--- config.mk ---
export PLATFORM = sky130hd
export DESIGN_NAME = barometric_compensation_top
export DESIGN_NICKNAME = d
export VERILOG_FILES = /design/src/rtl/core/bcomp_pkg.sv /design/src/rtl/core/bcomp_front.sv /design/src/rtl/core/bcomp_div.sv /design/src/rtl/core/bcomp_back.sv /design/src/rtl/core/barometric_compensation_top.sv
export VERILOG_INCLUDE_DIRS = /design/src /design/src/rtl/core
export SDC_FILE = /design/constraint.sdc
export NUM_CORES = 2
export LEC_CHECK = 0
export BUFFER_PORTS_ARGS = -buffer_cell sky130_fd_sc_hd__buf_2
export CAP_MARGIN = 20
export CORE_ASPECT_RATIO = 1.4
export CORE_UTILIZATION = 44
export DETAILED_ROUTE_END_ITERATION = 8
export PLACE_DENSITY_LB_ADDON = 0.1
export REMOVE_ABC_BUFFERS = 1
export SLEW_MARGIN = 15
export SYNTH_ARGS = -nofsm -noshare
export SYNTH_HDL_FRONTEND = slang
export SYNTH_SLANG_ARGS = --single-unit
--- constraint.sdc ---
create_clock -name i_clk -period 14.9 [get_ports i_clk]
set_input_delay 2.235 -clock i_clk [delete_from_list [all_inputs] [get_ports i_clk]]
set_output_delay 2.235 -clock i_clk [all_outputs]
set_load 0.02 [all_outputs]
--- src/rtl/core/barometric_compensation_top_assert.svh ---
// ----------------------------------------------------------------------------
// barometric compensation assertion macros
// concurrent checks that vanish when SYNTHESIS is defined
// ----------------------------------------------------------------------------
`ifndef BAROMETRIC_COMPENSATION_TOP_ASSERT_SVH
`define BAROMETRIC_COMPENSATION_TOP_ASSERT_SVH

`ifndef SYNTHESIS
// property holds at every clock edge outside reset
`define BC_ASSERT(lbl, clk, rstn, prop) \
    lbl: assert property (@(posedge clk) disable iff (!rstn) prop) \
        else $error("barometric compensation check failed");
// consequent holds in the cycle after the antecedent
`define BC_ASSERT_NEXT(lbl, clk, rstn, ante, cons) \
    lbl: assert property (@(posedge clk) disable iff (!rstn) (ante) |=> (cons)) \
        else $error("barometric compensation check failed");
`else
`define BC_ASSERT(lbl, clk, rstn, prop)
`define BC_ASSERT_NEXT(lbl, clk, rstn, ante, cons)
`endif

`endif

--- src/rtl/core/bcomp_pkg.sv ---
// ----------------------------------------------------------------------------
// bcomp_pkg
// shared types, codes and arithmetic helpers of the barometric compensation
// ----------------------------------------------------------------------------
package bcomp_pkg;

    // configuration register indexes
    localparam logic [2:0] REG_AC1_AC2 = 3'd0;
    localparam logic [2:0] REG_AC3_AC4 = 3'd1;
    localparam logic [2:0] REG_AC5_AC6 = 3'd2;
    localparam logic [2:0] REG_B1_B2   = 3'd3;
    localparam logic [2:0] REG_MC_MD   = 3'd4;
    localparam logic [2:0] REG_OSS     = 3'd5;

    // status codes
    localparam logic [1:0] ST_OK   = 2'd0;
    localparam logic [1:0] ST_DIVZ = 2'd1;
    localparam logic [1:0] ST_SAT  = 2'd2;

    // queued request
    typedef struct packed {
        logic [15:0] raw_temp;
        logic [23:0] raw_press;
    } t_item;

    // calibration set seen by the back end
    typedef struct packed {
        logic [31:0] ac1_ac2;
        logic [31:0] ac3_ac4;
        logic [31:0] ac5_ac6;
        logic [31:0] b1_b2;
        logic [31:0] mc_md;
        logic [1:0]  oss;
    } t_cal;

    // sign extension of a 16-bit coefficient
    function automatic logic [31:0] sx16(input logic [15:0] x);
        return {{16{x[15]}}, x};
    endfunction

    // signed division by 2^k truncating toward zero
    function automatic logic [31:0] sdp(input logic [31:0] a, input logic [4:0] k);
        logic [31:0] bias;
        logic [31:0] s;
        bias = a[31] ? ((32'd1 << k) - 32'd1) : 32'd0;
        s    = a + bias;
        return 32'($signed(s) >>> k);
    endfunction

endpackage

--- src/rtl/core/bcomp_front.sv ---
// ----------------------------------------------------------------------------
// bcomp_front
// accepts requests and holds them in a two-entry queue for the back end
// ----------------------------------------------------------------------------
module bcomp_front (
    input  logic             i_clk,
    input  logic             i_rst_n,
    input  logic             i_start,
    input  logic [15:0]      i_raw_temp,
    input  logic [23:0]      i_raw_press,
    output logic             o_busy,
    input  logic             i_pop,
    output logic             o_avail,
    output bcomp_pkg::t_item o_item
);
    import bcomp_pkg::*;

    t_item      r_mem [2];
    logic       r_wp, r_rp;
    logic [1:0] r_cnt;
    logic       push, pop;

    assign o_busy  = (r_cnt == 2'd2);
    assign o_avail = (r_cnt != 2'd0);
    assign o_item  = r_mem[r_rp];
    assign push    = i_start && !o_busy;
    assign pop     = i_pop && o_avail;

    // queue storage
    always_ff @(posedge i_clk) begin
        if (push) begin
            r_mem[r_wp] <= '{raw_temp: i_raw_temp, raw_press: i_raw_press};
        end
    end

    // queue pointers
    always_ff @(posedge i_clk) begin
        if (!i_rst_n) begin
            r_wp  <= 1'b0;
            r_rp  <= 1'b0;
            r_cnt <= 2'd0;
        end else begin
            if (push) r_wp <= ~r_wp;
            if (pop) r_rp <= ~r_rp;
            r_cnt <= r_cnt + {1'b0, push} - {1'b0, pop};
        end
    end
endmodule

--- src/rtl/core/bcomp_div.sv ---
// ----------------------------------------------------------------------------
// bcomp_div
// unsigned 32-bit restoring divider, one quotient bit per cycle
// ----------------------------------------------------------------------------
module bcomp_div (
    input  logic        i_clk,
    input  logic        i_rst_n,
    input  logic        i_start,
    input  logic [31:0] i_dividend,
    input  logic [31:0] i_divisor,
    output logic        o_done,
    output logic [31:0] o_quot
);
    logic        r_busy, r_done;
    logic [4:0]  r_cnt;
    logic [31:0] r_rem, r_quo, r_div;
    logic [32:0] trial, diff;

    // one restoring step
    always_comb begin
        trial = {r_rem, r_quo[31]};
        diff  = trial - {1'b0, r_div};
    end

    always_ff @(posedge i_clk) begin
        if (!i_rst_n) begin
            r_busy <= 1'b0;
            r_done <= 1'b0;
            r_cnt  <= 5'd0;
        end else begin
            r_done <= 1'b0;
            if (i_start) begin
                r_busy <= 1'b1;
                r_cnt  <= 5'd0;
            end else if (r_busy) begin
                r_cnt <= r_cnt + 5'd1;
                if (r_cnt == 5'd31) begin
                    r_busy <= 1'b0;
                    r_done <= 1'b1;
                end
            end
        end
    end

    // datapath
    always_ff @(posedge i_clk) begin
        if (i_start) begin
            r_rem <= 32'd0;
            r_quo <= i_dividend;
            r_div <= i_divisor;
        end else if (r_busy) begin
            if (!diff[32]) begin
                r_rem <= diff[31:0];
                r_quo <= {r_quo[30:0], 1'b1};
            end else begin
                r_rem <= trial[31:0];
                r_quo <= {r_quo[30:0], 1'b0};
            end
        end
    end

    assign o_done = r_done;
    assign o_quot = r_quo;
endmodule

--- src/rtl/core/bcomp_back.sv ---
// ----------------------------------------------------------------------------
// bcomp_back
// sequencer that runs the compensation formulas on one shared multiplier
// and one shared divider
// ----------------------------------------------------------------------------
`include "barometric_compensation_top_assert.svh"

module bcomp_back (
    input  logic             i_clk,
    input  logic             i_rst_n,
    input  bcomp_pkg::t_cal  i_cal,
    input  logic             i_avail,
    input  bcomp_pkg::t_item i_item,
    output logic             o_pop,
    output logic             o_valid,
    output logic [15:0]      o_temperature,
    output logic [19:0]      o_pressure,
    output logic [1:0]       o_status
);
    import bcomp_pkg::*;

    typedef enum logic [18:0] {
        S_IDLE = 19'(1 << 0),
        S_T1   = 19'(1 << 1),
        S_T2   = 19'(1 << 2),
        S_TDIV = 19'(1 << 3),
        S_T3   = 19'(1 << 4),
        S_P1   = 19'(1 << 5),
        S_P2   = 19'(1 << 6),
        S_P3   = 19'(1 << 7),
        S_P4   = 19'(1 << 8),
        S_P5   = 19'(1 << 9),
        S_P6   = 19'(1 << 10),
        S_P7   = 19'(1 << 11),
        S_P8   = 19'(1 << 12),
        S_P9   = 19'(1 << 13),
        S_PDIV = 19'(1 << 14),
        S_P10  = 19'(1 << 15),
        S_P11  = 19'(1 << 16),
        S_P12  = 19'(1 << 17),
        S_P13  = 19'(1 << 18)
    } t_state;

    t_state      r_state;
    logic [15:0] r_ut, r_tout;
    logic [31:0] r_up, r_x1, r_x2, r_b6, r_sq, r_b3, r_b4, r_p;
    logic        r_neg, r_post, r_valid;
    logic [19:0] r_pout;
    logic [1:0]  r_status;

    // coefficient fields
    logic [31:0] ac1, ac2, ac3, ac4, ac5, ac6, b1, b2, mc, md;
    assign ac1 = sx16(i_cal.ac1_ac2[31:16]);
    assign ac2 = sx16(i_cal.ac1_ac2[15:0]);
    assign ac3 = sx16(i_cal.ac3_ac4[31:16]);
    assign ac4 = {16'd0, i_cal.ac3_ac4[15:0]};
    assign ac5 = {16'd0, i_cal.ac5_ac6[31:16]};
    assign ac6 = {16'd0, i_cal.ac5_ac6[15:0]};
    assign b1  = sx16(i_cal.b1_b2[31:16]);
    assign b2  = sx16(i_cal.b1_b2[15:0]);
    assign mc  = sx16(i_cal.mc_md[31:16]);
    assign md  = sx16(i_cal.mc_md[15:0]);

    // shared multiplier operand selection
    logic [31:0] mul_a, mul_b, prod;
    logic [63:0] prod_w;
    always_comb begin
        mul_a = 32'd0;
        mul_b = 32'd0;
        case (r_state)
            S_T1:  begin mul_a = {16'd0, r_ut} - ac6; mul_b = ac5; end
            S_P1:  begin mul_a = r_b6; mul_b = r_b6; end
            S_P2:  begin mul_a = b2; mul_b = r_sq; end
            S_P3:  begin mul_a = ac2; mul_b = r_b6; end
            S_P5:  begin mul_a = ac3; mul_b = r_b6; end
            S_P6:  begin mul_a = b1; mul_b = r_sq; end
            S_P7:  begin mul_a = ac4; mul_b = sdp(r_x1 + r_x2 + 32'd2, 5'd2) + 32'd32768; end
            S_P8:  begin mul_a = r_up - r_b3; mul_b = 32'd50000 >> i_cal.oss; end
            S_P10: begin mul_a = sdp(r_p, 5'd8); mul_b = sdp(r_p, 5'd8); end
            S_P11: begin mul_a = r_x1; mul_b = 32'd3038; end
            S_P12: begin mul_a = 32'd0 - 32'd7357; mul_b = r_p; end
            default: begin mul_a = 32'd0; mul_b = 32'd0; end
        endcase
        prod_w = mul_a * mul_b;
        prod   = prod_w[31:0];
    end

    // divider hookup
    logic        div_start, div_done;
    logic [31:0] div_a, div_b, div_q;
    logic [31:0] den, sdiv_a;
    assign den    = r_x1 + md;
    assign sdiv_a = mc << 11;

    always_comb begin
        div_start = 1'b0;
        div_a     = 32'd0;
        div_b     = 32'd0;
        if (r_state == S_T2 && den != 32'd0) begin
            div_start = 1'b1;
            div_a     = sdiv_a[31] ? 32'd0 - sdiv_a : sdiv_a;
            div_b     = den[31] ? 32'd0 - den : den;
        end else if (r_state == S_P9) begin
            div_start = 1'b1;
            div_a     = r_p[31] ? r_p : (r_p << 1);
            div_b     = r_b4;
        end
    end

    bcomp_div u_div (
        .i_clk      (i_clk),
        .i_rst_n    (i_rst_n),
        .i_start    (div_start),
        .i_dividend (div_a),
        .i_divisor  (div_b),
        .o_done     (div_done),
        .o_quot     (div_q)
    );

    // per-step results
    logic [31:0] x2q, b5, t, x3b, b3_pre, pfin;
    always_comb begin
        x2q    = r_neg ? 32'd0 - div_q : div_q;
        b5     = r_x1 + r_x2;
        t      = sdp(b5 + 32'd8, 5'd4);
        x3b    = ((ac1 << 2) + r_x1 + r_x2) << i_cal.oss;
        b3_pre = sdp(x3b + 32'd2, 5'd2);
        pfin   = r_p + sdp(r_x1 + r_x2 + 32'd3791, 5'd4);
    end

    assign o_pop = (r_state == S_IDLE) && i_avail;

    // sequencer and datapath
    always_ff @(posedge i_clk) begin
        if (!i_rst_n) begin
            r_state <= S_IDLE;
            r_valid <= 1'b0;
        end else begin
            r_valid <= 1'b0;
            case (r_state)
                S_IDLE: begin
                    if (i_avail) begin
                        r_ut    <= i_item.raw_temp;
                        r_up    <= 32'({8'd0, i_item.raw_press} >> (4'd8 - {2'd0, i_cal.oss}));
                        r_state <= S_T1;
                    end
                end
                S_T1: begin
                    r_x1    <= sdp(prod, 5'd15);
                    r_state <= S_T2;
                end
                S_T2: begin
                    if (den == 32'd0) begin
                        r_tout   <= 16'd0;
                        r_pout   <= 20'd0;
                        r_status <= ST_DIVZ;
                        r_valid  <= 1'b1;
                        r_state  <= S_IDLE;
                    end else begin
                        r_neg   <= sdiv_a[31] ^ den[31];
                        r_state <= S_TDIV;
                    end
                end
                S_TDIV: begin
                    if (div_done) begin
                        r_x2    <= x2q;
                        r_state <= S_T3;
                    end
                end
                S_T3: begin
                    r_b6 <= b5 - 32'd4000;
                    if ($signed(t) < -32'sd32768) begin
                        r_tout   <= 16'h8000;
                        r_status <= ST_SAT;
                    end else if ($signed(t) > 32'sd32767) begin
                        r_tout   <= 16'h7fff;
                        r_status <= ST_SAT;
                    end else begin
                        r_tout   <= t[15:0];
                        r_status <= ST_OK;
                    end
                    r_state <= S_P1;
                end
                S_P1: begin
                    r_sq    <= sdp(prod, 5'd12);
                    r_state <= S_P2;
                end
                S_P2: begin
                    r_x1    <= sdp(prod, 5'd11);
                    r_state <= S_P3;
                end
                S_P3: begin
                    r_x2    <= sdp(prod, 5'd11);
                    r_state <= S_P4;
                end
                S_P4: begin
                    r_b3    <= b3_pre;
                    r_state <= S_P5;
                end
                S_P5: begin
                    r_x1    <= sdp(prod, 5'd15);
                    r_state <= S_P6;
                end
                S_P6: begin
                    r_x2    <= sdp(prod, 5'd16);
                    r_state <= S_P7;
                end
                S_P7: begin
                    r_b4    <= prod >> 15;
                    r_state <= S_P8;
                end
                S_P8: begin
                    if (r_b4 == 32'd0) begin
                        r_pout   <= 20'd0;
                        r_status <= ST_DIVZ;
                        r_valid  <= 1'b1;
                        r_state  <= S_IDLE;
                    end else begin
                        r_p     <= prod;
                        r_state <= S_P9;
                    end
                end
                S_P9: begin
                    r_post  <= r_p[31];
                    r_state <= S_PDIV;
                end
                S_PDIV: begin
                    if (div_done) begin
                        r_p     <= r_post ? (div_q << 1) : div_q;
                        r_state <= S_P10;
                    end
                end
                S_P10: begin
                    r_x1    <= prod;
                    r_state <= S_P11;
                end
                S_P11: begin
                    r_x1    <= sdp(prod, 5'd16);
                    r_state <= S_P12;
                end
                S_P12: begin
                    r_x2    <= sdp(prod, 5'd16);
                    r_state <= S_P13;
                end
                S_P13: begin
                    if (pfin[31]) begin
                        r_pout   <= 20'd0;
                        r_status <= ST_SAT;
                    end else if (pfin > 32'd1048575) begin
                        r_pout   <= 20'hfffff;
                        r_status <= ST_SAT;
                    end else begin
                        r_pout <= pfin[19:0];
                    end
                    r_valid <= 1'b1;
                    r_state <= S_IDLE;
                end
                default: r_state <= S_IDLE;
            endcase
        end
    end

    assign o_valid       = r_valid;
    assign o_temperature = r_tout;
    assign o_pressure    = r_pout;
    assign o_status      = r_status;

    // checks
    `BC_ASSERT(a_status_code, i_clk, i_rst_n, o_valid |-> (o_status != 2'd3))
    `BC_ASSERT(a_divz_press, i_clk, i_rst_n, (o_valid && o_status == ST_DIVZ) |-> (o_pressure == 20'd0))
    `BC_ASSERT_NEXT(a_div_latency, i_clk, i_rst_n, div_start, !div_done)
    `BC_ASSERT(a_pop_idle, i_clk, i_rst_n, o_pop |-> !o_valid || (r_state == S_IDLE))
endmodule

--- src/rtl/core/barometric_compensation_top.sv ---
// the back end works on one reading at a time: temperature steps, a serial
// division, the remaining temperature and pressure steps, a second serial
// division and the last pressure steps; a zero divisor ends a reading early
// a two-entry queue takes requests while a reading is in work; busy when full
// reset: synchronous active-low i_rst_n clears queue, sequencer and calibration registers
// results are strobed for one cycle and cannot be stalled
// ----------------------------------------------------------------------------
// barometric_compensation_top
// temperature and pressure compensation with integer calibration formulas
// ----------------------------------------------------------------------------
module barometric_compensation_top (
    input  logic        i_clk,
    input  logic        i_rst_n,
    input  logic        i_we,
    input  logic [2:0]  i_addr,
    input  logic [31:0] i_wdata,
    input  logic        i_start,
    output logic        o_busy,
    input  logic [15:0] i_raw_temp,
    input  logic [23:0] i_raw_press,
    output logic        o_valid,
    output logic [15:0] o_temperature,
    output logic [19:0] o_pressure,
    output logic [1:0]  o_status
);
    import bcomp_pkg::*;

    t_cal  r_cal;
    t_item item;
    logic  avail, pop;

    // calibration registers
    always_ff @(posedge i_clk) begin
        if (!i_rst_n) begin
            r_cal <= '0;
        end else if (i_we) begin
            case (i_addr)
                REG_AC1_AC2: r_cal.ac1_ac2 <= i_wdata;
                REG_AC3_AC4: r_cal.ac3_ac4 <= i_wdata;
                REG_AC5_AC6: r_cal.ac5_ac6 <= i_wdata;
                REG_B1_B2:   r_cal.b1_b2   <= i_wdata;
                REG_MC_MD:   r_cal.mc_md   <= i_wdata;
                REG_OSS:     r_cal.oss     <= i_wdata[1:0];
                default: ;
            endcase
        end
    end

    bcomp_front u_front (
        .i_clk       (i_clk),
        .i_rst_n     (i_rst_n),
        .i_start     (i_start),
        .i_raw_temp  (i_raw_temp),
        .i_raw_press (i_raw_press),
        .o_busy      (o_busy),
        .i_pop       (pop),
        .o_avail     (avail),
        .o_item      (item)
    );

    bcomp_back u_back (
        .i_clk         (i_clk),
        .i_rst_n       (i_rst_n),
        .i_cal         (r_cal),
        .i_avail       (avail),
        .i_item        (item),
        .o_pop         (pop),
        .o_valid       (o_valid),
        .o_temperature (o_temperature),
        .o_pressure    (o_pressure),
        .o_status      (o_status)
    );
endmodule

# Word-level counts from Yosys, hierarchy flattened
# Memory sizes are Yosys's and may differ from the RTL's. A register that Yosys moved wholly into a read port is not among the register bits.
# Cells that the tools add are included.
# word_totals
register_bits,572
latch_bits,0
ramBits,80
mem_bits_ro,0
input_bits,79
output_inout_bits,40
elab_cells,216
mem_count,1
# classes
addsub,30
mul,1
div,0
order_cmp,3
eq_ne,33
shift,3
muxes,65
n_bitwise,6
reduce_logical,43
# mem_list
memory,words,width,read_ports,rd_ports_with_merged_regs,write_ports,line,text
u_front.r_mem,2,40,1,1,1,bcomp_front.sv:18,t_item r_mem [2];
# ops
op,count
2-to-1 mux 32 bit,14
one-hot mux 32 bit (11 select lines),1
one-hot mux 19 bit (18 select lines),1
adder 32 bit,10
one-hot mux 32 bit (8 select lines),1
one-hot mux 32 bit (4 select lines),1
one-hot mux 32 bit (3 select lines),1
2-to-1 mux 20 bit,4
adder 32 x 2 -> 32 bit,2
"adder 32 x 2 -> 32 bit, second input constant",2
logical NOT 32 bit,2
2-to-1 mux 16 bit,4
one-hot mux 32 bit (2 select lines),1
"subtractor 1 x 32 -> 32 bit, first input constant",2
one-hot mux 20 bit (3 select lines),1
2-to-1 mux 19 bit,3
subtractor 33 x 32 -> 33 bit,1
adder 32 x 12 -> 32 bit,1
"adder 32 x 12 -> 32 bit, second input constant",1
adder 32 x 4 -> 32 bit,1
"adder 32 x 4 -> 32 bit, second input constant",1
"greater-than comparator 32 x 20 -> 1 bit, second input constant",1
multiplier 32 x 32 -> 32 bit,1
one-hot mux 16 bit (2 select lines),1
other kinds (67),126

# Longest topological paths before layout
# logic_depth
ltp_word,10
depth_mapped,66
mapped_depth_nobuf,62

# Cells and area by module
# Synthesis repeated with hierarchy kept, for this count alone.
# unflattened
cells_unflattened,7175
hier_area_um2,63892.5
# by_module_without_submodules
module,instances,cells_each,area_each_um2,seq_area_each_um2
bcomp_back,1,5886,48906.9,8658.3
barometric_compensation_top,1,564,5926.9,3243.1
bcomp_div,1,574,5924.4,2702.6
bcomp_front,1,151,3134.3,2502.4

# Worst setup path after synthesis
# OpenSTA, ideal clock, no wires.
# synth_timing
kind,flip-flop to flip-flop
startpoint,reg u_back.r_x1[0]
endpoint,"reg u_back.r_x1[22], data pin"
setup_ns,0.268
arrival_time_ns,15.190
t_required_ns,14.632
path_slack_ns,-0.559
stages_incl_launch_ff,65
n_path_buf,5
period_less_slack_ns,15.459
path_cell_list,edfxtp_1 > ha_1 > fa_1 > a211o_1 > a2111oi_0 > nor3_2 > clkinv_1 > ha_1 > nand2_1 > nor2_1 > o21ai_0 > a211o_1 > nor4_1 > and4_1 > nand3_2 > and2_1 > clkbuf_1 > ha_1 > [... 29 more ...] > o21a_1 > o41a_1 > a41o_1 > xnor2_1 > xnor2_1 > xnor2_1 > xnor2_2 > xnor3_2 > clkbuf_1 > ha_1 > and2_1 > or4_1 > nand2_2 > a2111oi_2 > mux2_2 > a221oi_2 > buf_4 > o21ai_2
# synth_between
elab_chain_cells,10
elab_cells_between_ends,15
cone_classes,add/sub: 7; mul: 1; mux: 7
# synth_lines
element,line,text
"start, declared",bcomp_back.sv:46,"logic [31:0] r_up, r_x1, r_x2, r_b6, r_sq, r_b3, r_b4, r_p;"
"start signal, assigned",bcomp_back.sv:149,"r_x1 <= sdp(prod, 5'd15);"
"start signal, assigned",bcomp_back.sv:189,"r_x1 <= sdp(prod, 5'd11);"
"start signal, assigned",bcomp_back.sv:201,"r_x1 <= sdp(prod, 5'd15);"
adder 32 bit,bcomp_back.sv:77,"S_P7: begin mul_a = ac4; mul_b = sdp(r_x1 + r_x2 + 32'd2, 5'd2) + 32'd32768; end"
adder 32 x 2 -> 32 bit,bcomp_back.sv:77,
2-to-1 mux 2 bit,bcomp_pkg.sv:45,bias = a[31] ? ((32'd1 << k) - 32'd1) : 32'd0;
adder 32 x 2 -> 32 bit,bcomp_pkg.sv:46,s = a + bias;
adder 30 x 17 -> 31 bit,bcomp_back.sv:77,
one-hot mux 32 bit (8 select lines),bcomp_back.sv:70,case (r_state)
multiplier 32 x 32 -> 32 bit (*),bcomp_back.sv:84,prod_w = mul_a * mul_b;
via u_back.prod_w[31],bcomp_back.sv:66,logic [63:0] prod_w;
2-to-1 mux 16 bit (tied with other cells),bcomp_pkg.sv:45,
adder 32 bit,bcomp_pkg.sv:46,
one-hot mux 32 bit (4 select lines) (*),bcomp_back.sv:140,case (r_state)
# The timed path passes the listed nets; every way through them passes the cells marked *.
# A chain may end at the register's enable or synchronous reset.

# Final worst setup path
# layout_timing
startpoint,reg u_back.r_x2[1]
endpoint,"reg u_back.r_x1[21], data pin"
# layout_between
elab_chain_cells,10
elab_cells_between_ends,14
cone_classes,add/sub: 7; mul: 1; mux: 6
# layout_lines
element,line,text
"start, declared",bcomp_back.sv:46,
"start signal, assigned",bcomp_back.sv:166,r_x2 <= x2q;
"start signal, assigned",bcomp_back.sv:193,"r_x2 <= sdp(prod, 5'd11);"
"start signal, assigned",bcomp_back.sv:205,"r_x2 <= sdp(prod, 5'd16);"
adder 32 bit (*),bcomp_back.sv:77,
adder 32 x 2 -> 32 bit (*),bcomp_back.sv:77,
2-to-1 mux 2 bit,bcomp_pkg.sv:45,
adder 32 x 2 -> 32 bit (*),bcomp_pkg.sv:46,
adder 30 x 17 -> 31 bit (*),bcomp_back.sv:77,
one-hot mux 32 bit (8 select lines) (*),bcomp_back.sv:70,
multiplier 32 x 32 -> 32 bit (*),bcomp_back.sv:84,
2-to-1 mux 16 bit (tied with other cells),bcomp_pkg.sv:45,
adder 32 bit,bcomp_pkg.sv:46,
one-hot mux 32 bit (4 select lines) (*),bcomp_back.sv:140,
# Mark *: on every way between the ends. The rest lies on a longest branch, timed or not.

==> metrics <==
leakage power 32.16 nW; Worst Hold Class register to register; number of synthesized register bits 637; die area 144200 um^2; Final Hold Viols 0; total gr overflow 0; Post-Syn Instances 7233; # hold bufs at CTS 0; Storage cell area 16870 um^2; Multi-input gate area 42560 um^2; DR iter-0 viols 5303; Initial Util 0.4441; Critical Path RT 15.37 ns; worst skew pair latency 0.74 ns; period utilization 1.005; Reg2Reg Setup Slack -0.08 ns; CTS tree yes; ys async rst share 0; sequential area share after synthesis 0.2687; # DRC 0; final setup violation count 21; Hold EP r_cal[81]; # clock sinks 637; PortBufs 114; met2 Usage GRT 0.6159; Clock Tree Root clkbuf_16; final wirelength 276600 um; die width 321.2 um; worst-margin pin slew 1.303 ns; cells on worst reg2reg path 65; Max Freq 66.76 MHz; core area 141300 um^2; Clock Skew 0.06931 ns; slew margin rel. 0.1230; reg-to-reg startpoint u_back.r_x2[1]; Avg WL per Cell 27.80 um; final design utilization 0.5341; outcome finished with violations; Pwr per Cell Area 75.23 nW/um^2; RSZ-0062 raised after global routing true; Buf+Inv Stages, Crit Path 15; Post-synth EDFFs 411; Mean Syn Cell Area 8.678 um^2; fin cells 9947; Tmin final 14.98 ns; fill count 13536; Inst Count DP 9756; grt met3 use 0.05949; crit path DAT 15.45 ns; max-cap violations 0; DR vias/cell 5.782; final worst slack -0.07958 ns; Synth cell types 120; CP top delay family adder cells; TritonRoute pass-1 iters 8; yosys warns 0; CP Max Fanout 6; top_reg_cell synth edfxtp_1; HPWL Detailed 225700 um; max-slew violations 0; I/O pin total 119; antenna violations before repair 6; CTS Buf Count 73; Clock Tree Buf Depth 3; WHS Path Cells 2; Die H 448.9 um; vias in the first global route 57288; grt peak-use layer met2; CP Launch Type register; total power 5.679 mW; pin count of the biggest net entering global routing 105; GPL Wtd Cong 1.041; global routing usage on met1 0.4570; critical path's slowest cell fa_2; clock slew at reported path FFs 0.07 ns; GRT Total Usage 0.3811; # rows 163; Routed Antenna Nets 0; Setup WS pre-CTS -1.275 ns; Slowest Stage Delay on Critical Path 0.55 ns; synthesis-to-finish area growth 20.25%; share of post-route cells with drive strength above 1 0.1867; Hold Slack 0.4534 ns; Critical R2R Capture u_back.r_x1[21]; first-pass GRT wire length 396200 um; failing checks negative setup slack; layout net count 8864; worst setup path class register to register; vias 57514; CTS H-Tree Depth 3; maximum VDD drop 0.2080 mV; Hold Startpoint r_cal[81]; Worst Setup End Kind register; synthesized area 62770 um^2
==> placed cells by master, fill, tap and decap left out, drive strengths merged, types with 188 or more instances in the layout <==
cell / n
ha: 355
o21ai: 271
inv: 814
nand2: 1118
edfxtp: 411
xnor2: 398
nor2: 519
a21oi: 433
dfxtp: 226
fa: 444
xor2: 188
buf: 1020
==> per-stage QoR <==
| stage | area [um^2] | TNS [ns] |
|---|---|---|
| after global routing | 75470 | -20.27 |
| after CTS | 74830 | -0.1529 |
| final | 75480 | -0.8866 |
| after floorplan | 61430 | -60.88 |
| after global placement | 71520 | -64.35 |
| after detailed placement | 71520 | -75.54 |
==> logic make-up after synthesis <==
family / Yosys count / share of synthesized area
buffers and inverters: 1160 / 0.07019
adder cells (fa/ha/maj): 799 / 0.2124
multiplexers: 194 / 0.03542
AND/OR/NAND/NOR: 2426 / 0.1773
AO/OA/AOI/OAI: 1425 / 0.1516
XOR/XNOR: 591 / 0.08430
flip-flops: 637 / 0.2687
other: 1 / 0.00005974
==> registers in the layout (all words and copies together) (netlist names), 2 cells and up, named ones only <==
signal / flops
u_back.r_b4: 17
u_back.r_p: 32
u_back.r_ut: 16
u_back.r_sq: 20
r_cal: 162
u_back.r_up: 24
u_back.u_div.r_div: 32
u_back.u_div.r_rem: 32
u_front.r_mem: 72
u_back.u_div.o_quot: 32
u_back.o_temperature: 16
u_back.r_b6: 32
u_back.o_pressure: 20
u_back.r_state: 19
u_front.r_cnt: 2
u_back.r_b3: 30
u_back.r_x2: 32
u_back.r_x1: 32
u_back.u_div.r_cnt: 5
u_back.o_status: 2
==> worst max-delay path by stage <==
| stage | startpoint | to | slack (ns) | cells past startpoint |
|---|---|---|---|---|
| 6_report | u_back.r_x2[1] | u_back.r_x1[21] | -0.08 | 65 |
| 5_1_grt | u_back.r_x2[1] | u_back.r_x1[30] | -0.43 | 65 |
| 4_1_cts | u_back.r_x2[1] | u_back.r_x1[20] | -0.03 | 68 |
| 3_5_place_dp | u_back.r_x1[0] | u_back.r_x1[20] | -1.27 | 66 |
| 3_3_place_gp | u_back.r_x1[0] | u_back.r_x1[21] | -1.13 | 66 |
| 2_1_floorplan | u_back.r_x1[0] | u_back.r_x1[20] | -1.22 | 59 |
==> cell usage after synthesis, drive strengths merged (19+ instances only) <==
cell / count / share of area
nor4: 49 / 0.0062
clkbuf: 286 / 0.017
a21boi: 32 / 0.0039
a21oi: 433 / 0.035
a211oi: 62 / 0.0079
mux2: 32 / 0.0058
o21a: 48 / 0.0057
nor2: 519 / 0.031
xnor2: 398 / 0.056
o31ai: 30 / 0.0038
and3: 49 / 0.0049
a222oi: 24 / 0.0038
buf: 61 / 0.0045
fa: 444 / 0.14
inv: 810 / 0.048
a21o: 79 / 0.0094
and2: 97 / 0.0097
xor2: 188 / 0.026
o211ai: 46 / 0.0056
nor2b: 53 / 0.0053
o21ai: 271 / 0.022
edfxtp: 411 / 0.20
or3: 43 / 0.0043
o221ai: 30 / 0.0042
o211a: 22 / 0.0035
a31oi: 58 / 0.0059
mux2i: 143 / 0.023
dfxtp: 226 / 0.072
a221oi: 31 / 0.0047
nand2: 1118 / 0.067
a221o: 21 / 0.0033
nor3: 132 / 0.011
a211o: 23 / 0.0032
or2: 43 / 0.0043
a22oi: 42 / 0.0050
mux4: 19 / 0.0068
nand2b: 58 / 0.0058
ha: 355 / 0.071
nand4: 52 / 0.0055
nand3: 113 / 0.0092
o21bai: 40 / 0.0048
nor3b: 22 / 0.0027
==> worst register-to-register path: cells and delay by family (launching register included) <==
| kind | cells | cell delay, ns |
|---|---|---|
| mux | 3 | 0.89 |
| flops | 1 | 0.54 |
| xor+xnor | 6 | 1.17 |
| compound gates | 16 | 3.18 |
| simple gates | 13 | 2.09 |
| fa+ha+maj | 12 | 5.05 |
| buf+inv | 15 | 1.80 |
==> area by class of cell <==
| type | instances | share of cell area |
|---|---|---|
| diodes | 4 | 0.0001326 |
| repair buffers | 1022 | 0.1072 |
| clock buffers | 95 | 0.02639 |
| inverters | 813 | 0.04051 |
| multi-input cells | 5439 | 0.5638 |
| well taps | 1897 | 0.03144 |
| flip-flops and latches | 637 | 0.2235 |
| clock inverters | 40 | 0.007028 |
==> report_power, final <==
part	internal, mW	leakage (nW)	switching [mW]
Clock	1.07	1.21	0.866
Sequential	2.01	5.73	0.0718
Combinational	0.644	25.2	1.01
==> routing by layer <==
metal | routed length (um) | up-vias
li1 | - | 26169
met1 | 106600 | 28457
met2 | 126900 | 2212
met3 | 17810 | 676
met4 | 25220 | 0
met5 | 0 | -
==> timing repair <==
item	in CTS	in global routing
resized for setup	124	113
setup buffers	27	21
pin swaps	81	44
setup endpoints to repair	84	67
cloned	1	1
Note: power is estimated with default switching activity, not from simulation.
